[src/rtl/core/scp_pkg.sv]
package scp_pkg;

    localparam int NUM_PAT = 7;
    localparam int PAT_CHARS = 10;
    localparam logic [3:0] LEN_SATURATE = 4'd11;

    localparam logic [2:0] MODE_INIT = 3'd0;
    localparam logic [2:0] MODE_HELO = 3'd1;
    localparam logic [2:0] MODE_MAIL = 3'd2;
    localparam logic [2:0] MODE_RCPT = 3'd3;
    localparam logic [2:0] MODE_DATA = 3'd4;
    localparam logic [2:0] MODE_QUIT = 3'd5;

    localparam logic [2:0] REPLY_GREETING = 3'd0;
    localparam logic [2:0] REPLY_HELLO    = 3'd1;
    localparam logic [2:0] REPLY_OK       = 3'd2;
    localparam logic [2:0] REPLY_START    = 3'd3;
    localparam logic [2:0] REPLY_QUEUED   = 3'd4;
    localparam logic [2:0] REPLY_BYE      = 3'd5;
    localparam logic [2:0] REPLY_SYNTAX   = 3'd6;

    localparam logic [1:0] CLASS_COMMAND   = 2'd0;
    localparam logic [1:0] CLASS_SENDER    = 2'd1;
    localparam logic [1:0] CLASS_RECIPIENT = 2'd2;
    localparam logic [1:0] CLASS_BODY      = 2'd3;

    localparam int PAT_HELO = 0;
    localparam int PAT_EHLO = 1;
    localparam int PAT_MAIL = 2;
    localparam int PAT_RCPT = 3;
    localparam int PAT_DATA = 4;
    localparam int PAT_RSET = 5;
    localparam int PAT_QUIT = 6;

    localparam logic [7:0] CHAR_CR  = 8'd13;
    localparam logic [7:0] CHAR_LF  = 8'd10;
    localparam logic [7:0] CHAR_DOT = 8'd46;

    localparam logic [NUM_PAT-1:0] ALL_CANDIDATES = '1;

    localparam logic [8*PAT_CHARS-1:0] PAT_STR [NUM_PAT] = '{
        "HELO      ",
        "EHLO      ",
        "MAIL FROM:",
        "RCPT TO:  ",
        "DATA      ",
        "RSET      ",
        "QUIT      "
    };
    localparam logic [3:0] PAT_LEN [NUM_PAT] = '{
        4'd4, 4'd4, 4'd10, 4'd8, 4'd4, 4'd4, 4'd4
    };

    typedef struct packed {
        logic [NUM_PAT-1:0] cand;
        logic [3:0]         len;
    } line_t;

    typedef struct packed {
        logic       reply_valid;
        logic [2:0] reply_code;
        logic       close_connection;
        logic [1:0] byte_class;
    } result_t;

    function automatic logic [7:0] pat_byte(input int idx, input logic [3:0] pos);
        logic [8*PAT_CHARS-1:0] sh;
        sh = PAT_STR[idx] << {pos, 3'b000};
        return sh[8*PAT_CHARS-1 -: 8];
    endfunction

    function automatic line_t feed_char(input line_t cur, input logic [7:0] c);
        line_t      nxt;
        logic [7:0] u;
        nxt = cur;
        u = (c >= "a" && c <= "z") ? c - 8'd32 : c;
        for (int i = 0; i < NUM_PAT; i++) begin
            if (cur.len < PAT_LEN[i] && pat_byte(i, cur.len) != u) begin
                nxt.cand[i] = 1'b0;
            end
        end
        if (cur.len < LEN_SATURATE) begin
            nxt.len = cur.len + 4'd1;
        end
        return nxt;
    endfunction

    function automatic logic has_pat(input line_t cur, input int idx, input logic exact);
        if (!cur.cand[idx]) begin
            return 1'b0;
        end
        return exact ? (cur.len == PAT_LEN[idx]) : (cur.len >= PAT_LEN[idx]);
    endfunction

    function automatic logic [7:0] term_byte(input logic [2:0] pos);
        logic [7:0] b;
        case (pos)
            3'd0:    b = CHAR_CR;
            3'd1:    b = CHAR_LF;
            3'd2:    b = CHAR_DOT;
            3'd3:    b = CHAR_CR;
            3'd4:    b = CHAR_LF;
            default: b = 8'd0;
        endcase
        return b;
    endfunction

endpackage

[src/rtl/core/scp_session.sv]
module scp_session (
    input  logic             aclk,
    input  logic             aresetn,
    input  logic             advance,
    input  logic             cmd,
    input  logic [7:0]       data_byte,
    output scp_pkg::result_t res
);
    import scp_pkg::*;

    logic [2:0] mode_reg, mode_next;
    line_t      line_reg, line_next;
    logic       cr_seen_reg, cr_seen_next;
    logic [2:0] term_reg, term_next;

    always_comb begin
        line_t      st;
        logic [2:0] tp;
        mode_next    = mode_reg;
        line_next    = line_reg;
        cr_seen_next = cr_seen_reg;
        term_next    = term_reg;
        res          = '0;
        st           = line_reg;
        tp           = 3'd0;
        if (cmd) begin
            mode_next        = MODE_INIT;
            term_next        = 3'd0;
            line_next.len    = 4'd0;
            line_next.cand   = ALL_CANDIDATES;
            cr_seen_next     = 1'b0;
            res.reply_valid  = 1'b1;
            res.reply_code   = REPLY_GREETING;
        end else if (mode_reg == MODE_DATA) begin
            res.byte_class = CLASS_BODY;
            if (term_reg < 3'd5 && data_byte == term_byte(term_reg)) begin
                tp = term_reg + 3'd1;
            end else begin
                tp = (data_byte == CHAR_CR) ? 3'd1 : 3'd0;
            end
            term_next = tp;
            if (tp >= 3'd5) begin
                res.reply_valid = 1'b1;
                res.reply_code  = REPLY_QUEUED;
                mode_next       = MODE_HELO;
                term_next       = 3'd0;
                line_next.len   = 4'd0;
                line_next.cand  = ALL_CANDIDATES;
                cr_seen_next    = 1'b0;
            end
        end else if (cr_seen_reg && data_byte == CHAR_LF) begin
            res.reply_valid = 1'b1;
            if (has_pat(line_reg, PAT_HELO, 1'b0) || has_pat(line_reg, PAT_EHLO, 1'b0)) begin
                mode_next      = MODE_HELO;
                res.reply_code = REPLY_HELLO;
            end else if (has_pat(line_reg, PAT_MAIL, 1'b0)) begin
                mode_next      = MODE_MAIL;
                res.reply_code = REPLY_OK;
            end else if (has_pat(line_reg, PAT_RCPT, 1'b0)) begin
                mode_next      = MODE_RCPT;
                res.reply_code = REPLY_OK;
            end else if (has_pat(line_reg, PAT_DATA, 1'b1)) begin
                mode_next      = MODE_DATA;
                res.reply_code = REPLY_START;
                term_next      = 3'd2;
            end else if (has_pat(line_reg, PAT_RSET, 1'b1)) begin
                mode_next      = MODE_HELO;
                res.reply_code = REPLY_OK;
            end else if (has_pat(line_reg, PAT_QUIT, 1'b1)) begin
                mode_next            = MODE_QUIT;
                res.reply_code       = REPLY_BYE;
                res.close_connection = 1'b1;
            end else begin
                res.reply_code = REPLY_SYNTAX;
            end
            line_next.len  = 4'd0;
            line_next.cand = ALL_CANDIDATES;
            cr_seen_next   = 1'b0;
        end else begin
            // a pending lone cr becomes an ordinary line byte first
            if (cr_seen_reg) begin
                st = feed_char(st, CHAR_CR);
            end
            cr_seen_next = 1'b0;
            if (data_byte == CHAR_CR) begin
                cr_seen_next = 1'b1;
            end else begin
                if (st.cand[PAT_MAIL] && st.len >= PAT_LEN[PAT_MAIL]) begin
                    res.byte_class = CLASS_SENDER;
                end else if (st.cand[PAT_RCPT] && st.len >= PAT_LEN[PAT_RCPT]) begin
                    res.byte_class = CLASS_RECIPIENT;
                end
                st = feed_char(st, data_byte);
            end
            line_next = st;
        end
    end

    always_ff @(posedge aclk) begin
        if (!aresetn) begin
            mode_reg      <= MODE_INIT;
            line_reg.len  <= 4'd0;
            line_reg.cand <= ALL_CANDIDATES;
            cr_seen_reg   <= 1'b0;
            term_reg      <= 3'd0;
        end else if (advance) begin
            mode_reg    <= mode_next;
            line_reg    <= line_next;
            cr_seen_reg <= cr_seen_next;
            term_reg    <= term_next;
        end
    end

endmodule

[src/rtl/core/scp_result_stage.sv]
module scp_result_stage (
    input  logic             aclk,
    input  logic             aresetn,
    input  logic             load,
    input  scp_pkg::result_t res,
    output logic             can_load,
    output logic             m_valid,
    input  logic             m_ready,
    output scp_pkg::result_t m_res
);
    import scp_pkg::*;

    logic    valid_reg;
    result_t res_reg;

    assign can_load = !valid_reg || m_ready;
    assign m_valid  = valid_reg;
    assign m_res    = res_reg;

    always_ff @(posedge aclk) begin
        if (!aresetn) begin
            valid_reg <= 1'b0;
        end else if (can_load) begin
            valid_reg <= load;
        end
    end

    always_ff @(posedge aclk) begin
        if (load && can_load) begin
            res_reg <= res;
        end
    end

endmodule

[src/rtl/core/smtp_command_stream_parser.sv]
// an accepted input transfer is held in the input register, then its result in the result register, before the m_ side
// throughput: one item per cycle while m_ready lets the result register drain; the session state updates per item
// an input register and a result register part the channels; s_ready still follows m_ready through can_load
// reset: synchronous active-low aresetn empties both registers and returns the
// session to the initial mode with a cleared line and terminator matcher
module smtp_command_stream_parser (
    input  logic       aclk,
    input  logic       aresetn,
    input  logic       s_valid,
    output logic       s_ready,
    input  logic       s_cmd,
    input  logic [7:0] s_data_byte,
    output logic       m_valid,
    input  logic       m_ready,
    output logic       m_reply_valid,
    output logic [2:0] m_reply_code,
    output logic       m_close_connection,
    output logic [1:0] m_byte_class
);
    import scp_pkg::*;

    logic       in_valid_reg;
    logic       in_cmd_reg;
    logic [7:0] in_byte_reg;
    logic       can_load;
    logic       advance;
    result_t    res;
    result_t    m_res;

    assign advance = in_valid_reg && can_load;
    assign s_ready = !in_valid_reg || advance;

    always_ff @(posedge aclk) begin
        if (!aresetn) begin
            in_valid_reg <= 1'b0;
        end else if (s_ready) begin
            in_valid_reg <= s_valid;
        end
    end

    always_ff @(posedge aclk) begin
        if (s_valid && s_ready) begin
            in_cmd_reg  <= s_cmd;
            in_byte_reg <= s_data_byte;
        end
    end

    scp_session u_session (
        .aclk      (aclk),
        .aresetn   (aresetn),
        .advance   (advance),
        .cmd       (in_cmd_reg),
        .data_byte (in_byte_reg),
        .res       (res)
    );

    scp_result_stage u_result (
        .aclk     (aclk),
        .aresetn  (aresetn),
        .load     (in_valid_reg),
        .res      (res),
        .can_load (can_load),
        .m_valid  (m_valid),
        .m_ready  (m_ready),
        .m_res    (m_res)
    );

    assign m_reply_valid      = m_res.reply_valid;
    assign m_reply_code       = m_res.reply_code;
    assign m_close_connection = m_res.close_connection;
    assign m_byte_class       = m_res.byte_class;

endmodule

[config.mk]
export PLATFORM = sky130hd
export DESIGN_NAME = smtp_command_stream_parser
export DESIGN_NICKNAME = d
export VERILOG_FILES = /design/src/rtl/core/scp_pkg.sv /design/src/rtl/core/scp_session.sv /design/src/rtl/core/scp_result_stage.sv /design/src/rtl/core/smtp_command_stream_parser.sv
export SDC_FILE = /design/constraint.sdc
export NUM_CORES = 1
export LEC_CHECK = 0
export BUFFER_PORTS_ARGS = -buffer_cell sky130_fd_sc_hd__buf_2
export CAP_MARGIN = 0
export CORE_UTILIZATION = 55
export DETAILED_ROUTE_END_ITERATION = 16
export PLACE_DENSITY_LB_ADDON = 0.1
export SYNTH_ARGS = -nofsm -noshare
export SYNTH_HDL_FRONTEND = slang
export SYNTH_HIERARCHICAL = 1
export SYNTH_SLANG_ARGS = --single-unit
[constraint.sdc]
create_clock -name aclk -period 9.1 [get_ports aclk]
set_input_delay 0.455 -clock aclk [delete_from_list [all_inputs] [get_ports aclk]]
set_output_delay 0.455 -clock aclk [all_outputs]
set_load 0.05 [all_outputs]
==> run metrics <==
Psw 0.114 mW; RePlAce Congestion 0.940; hold_buf cts 0; number of CTS-inserted buffers 5; max reg flops 11; Slew @ Worst Pin 0.867 ns; status complete, no violations; Post-CTS Setup Repair Bufs 0; CTS clk-pin slew, worst paths 0.08 ns; power per cell area 102 mW/mm²; FF/Latch Area 881 µm²; synthesized area 0.00348 mm²; reg2reg setup slack 5.53 ns; ys flop type dfxtp_1; share of cells above drive strength 1 16.1%; hold_sp s_data_byte[5]; largest net degree at the start of global routing 21; post-synth net total 459; RR Startpoint u_session/line_reg[1]$_SDFFE_PN0P_; Hold Crit Class in -> reg; leakage 1.31 nW; max-slew violations 0; largest family of logic cells by synthesized area compound AO/OA/AOI/OAI gates; antenna violations before repair 0; I/O pin cnt 22; Clock Path Buffers 2; Seq/Total Area, Yosys 25.3%; CTS tree yes; post-synthesis xor/xnor area fraction 5.54%; Critical Path RT 9.33 ns; Initial DRT Pass Iterations 5; Flop pwr share 51.1%; Setup Viol. Count Final 0; synthesized area per cell 8.24 µm²; routed wire length 8560 µm; root buf cell clkbuf_8; post-synthesis mux area share 1.15%; die area 0.00664 mm²; port buffer count 21; period utilisation layout 39.2%; # DRC 0; Post-synth EDFFs 16; Post-synth ARST share 0%; min cycle time layout 3.57 ns; #FFs+latches synth 36; Clock Latency Late Sink 0.29 ns; post_cts resized 0; routed via count 3,142; Max-Cap Viols 0; Core Area 0.00599 mm²; Initial Util 58.0%; GRT Total Usage 27.0%; vias in the first global route 2,749; Placed Area 0.00355 mm²; Worst slew margin 42.2%; post-DR vias/cell 6.25; Switching Fraction 30.7%; Yosys cell types 82; startpoint types flip-flop; CP Max Fanout 9; Adder-Cell Fraction of Synth Area 8.64%; routed wire length per instance 17.0 µm; final hold violation count 0; Synth Area in Compound Gates 27.8%; Rows 28; maximum vdd drop 0.0719 mV; diode count 0; first-pass GRT wire length 13,600 µm; total congestion overflow 0; WS Path Type reg -> reg; clock share of power 31.4%; antenna viol nets, final 0; RSZ-0062 raised after global routing no; Post-Synthesis Cells 422; fin nets 464; die height 81.5 µm; Comb pwr share 17.5%; Critical Path Start u_session/line_reg[1]$_SDFFE_PN0P_; DRT iter0 DRCs 250; P_int 0.256 mW; fill count 560; Data arrival, critical path 3.80 ns; Syn-to-layout area delta 4.68%; Critical Path Sink Type flip-flop; Multi-input gate area 0.00239 mm²; Simple-Gate Fraction of Synth Area 25.6%; Ys Warns 6; clock skew 0.00220 ns; Sum Neg Setup Slack 0 ns; final instance area 0.00364 mm²; CTS Sinks 36; detailed-placement wirelength estimate 6240 µm; CTS H-tree depth 2; Die W 81.5 µm; f_max 0.280 GHz
==> layout by cell type, fill, tap and decap left out, types with 9 or more instances in the layout <==
| cell | netlist | layout |
|---|---|---|
| nand2_1 | 37 | 37 |
| nor2b_1 | 9 | 9 |
| a21oi_1 | 28 | 28 |
| inv_1 | 18 | 18 |
| nand3_1 | 14 | 14 |
| xnor2_1 | 16 | 16 |
| ha_1 | 24 | 24 |
| nor2_1 | 23 | 23 |
| dfxtp_1 | 20 | 20 |
| a31oi_1 | 10 | 10 |
| nor3_1 | 14 | 14 |
| edfxtp_1 | 16 | 16 |
| o21ai_0 | 28 | 28 |
| buf_2 | 6 | 21 |
==> metal layers <==
metal	GRT usage (%)	vias to the layer above	share of wire (%)
li1	-	1556	-
met1	37.3	1461	47
met2	42.0	113	46
met3	4.00	12	5.9
met4	10.5	0	1.7
met5	0	-	0
==> metrics by stage <==
step	cells	setup WS (ns)	hold WS, ns	power [mW]	utilization, %
6_report	503	5.53	0.332	0.370	60.7
5_1_grt	503	5.28	0.319	0.386	60.7
4_1_cts	503	5.62	0.325	0.372	60.7
3_5_place_dp	495	5.66	0.463	0.256	59.3
3_3_place_gp	495	5.90	0.436	0.255	59.3
2_1_floorplan	422	6.16	0.431	0.241	-
==> worst max-delay path, cell delays in order (launching register included) <==
cell,delay [ns]
dfxtp_1,0.49
ha_1,0.32
o21ai_2,0.09
and2_2,0.25
xnor2_1,0.54
inv_1,0.34
ha_1,0.36
nor3_1,0.21
a21oi_1,0.10
xnor2_1,0.16
a2111oi_2,0.37
nand4_1,0.15
o21ai_1,0.12
==> cell families after synthesis <==
| logic type | after synthesis |
|---|---|
| adders and majority gates | 24 |
| and+or+nand+nor | 157 |
| muxes | 4 |
| AOI/OAI and AO/OA | 134 |
| xor gates and xnor gates | 22 |
| buffers and inverters | 45 |
| DFF | 36 |
==> synth_stat cells, types with 4 or more instances <==
library cell | instances | area [µm²]
nor2b_1 | 9 | 56.3
nand2b_1 | 4 | 25.0
nand2_1 | 37 | 139
a31oi_1 | 10 | 62.6
nand3_1 | 14 | 70.1
buf_2 | 6 | 30.0
nor3_1 | 14 | 70.1
o31ai_1 | 4 | 30.0
and3_1 | 5 | 31.3
or3_1 | 6 | 37.5
o21ai_2 | 5 | 43.8
xnor2_1 | 16 | 140
and2_1 | 6 | 37.5
mux2i_1 | 4 | 40.0
nor3b_1 | 4 | 30.0
xor2_1 | 6 | 52.6
ha_1 | 24 | 300
nand4_1 | 6 | 37.5
a21boi_0 | 4 | 30.0
inv_1 | 18 | 67.6
a21boi_1 | 5 | 37.5
nor2_1 | 23 | 86.3
dfxtp_1 | 20 | 400
a21oi_1 | 28 | 140
o21ai_0 | 28 | 140
edfxtp_1 | 16 | 480
clkbuf_1 | 9 | 33.8
o32ai_1 | 4 | 35.0
==> power by group through the flow <==
stage / Clock [mW] / Combinational, mW / Sequential, mW
6_report: 0.116 / 0.0648 / 0.189
5_1_grt: 0.125 / 0.0709 / 0.190
4_1_cts: 0.119 / 0.0640 / 0.189
3_5_place_dp: 0 / 0.0637 / 0.193
3_3_place_gp: 0 / 0.0631 / 0.192
2_1_floorplan: 0 / 0.0519 / 0.189
==> final timing paths <==
check | cells past startpoint | endpoint
hold reg to reg | 2 | u_session/mode_reg[1]$_SDFFE_PN0P_
hold / removal | 1 | in_byte_reg[5]$_DFFE_PP_
setup / recovery | 12 | u_session/line_reg[6]$_SDFFE_PN1P_
setup reg to reg | 12 | u_session/line_reg[6]$_SDFFE_PN1P_
==> cell type report <==
class	count	area share, %
clock buffer	5	1.89
clock inverter	3	0.516
inverter	22	2.27
multi-input combinational	341	65.6
sequential	36	24.2
tap	75	2.58
timing repair buffer	21	2.89
No activity file was read; power rests on OpenSTA's default activity.
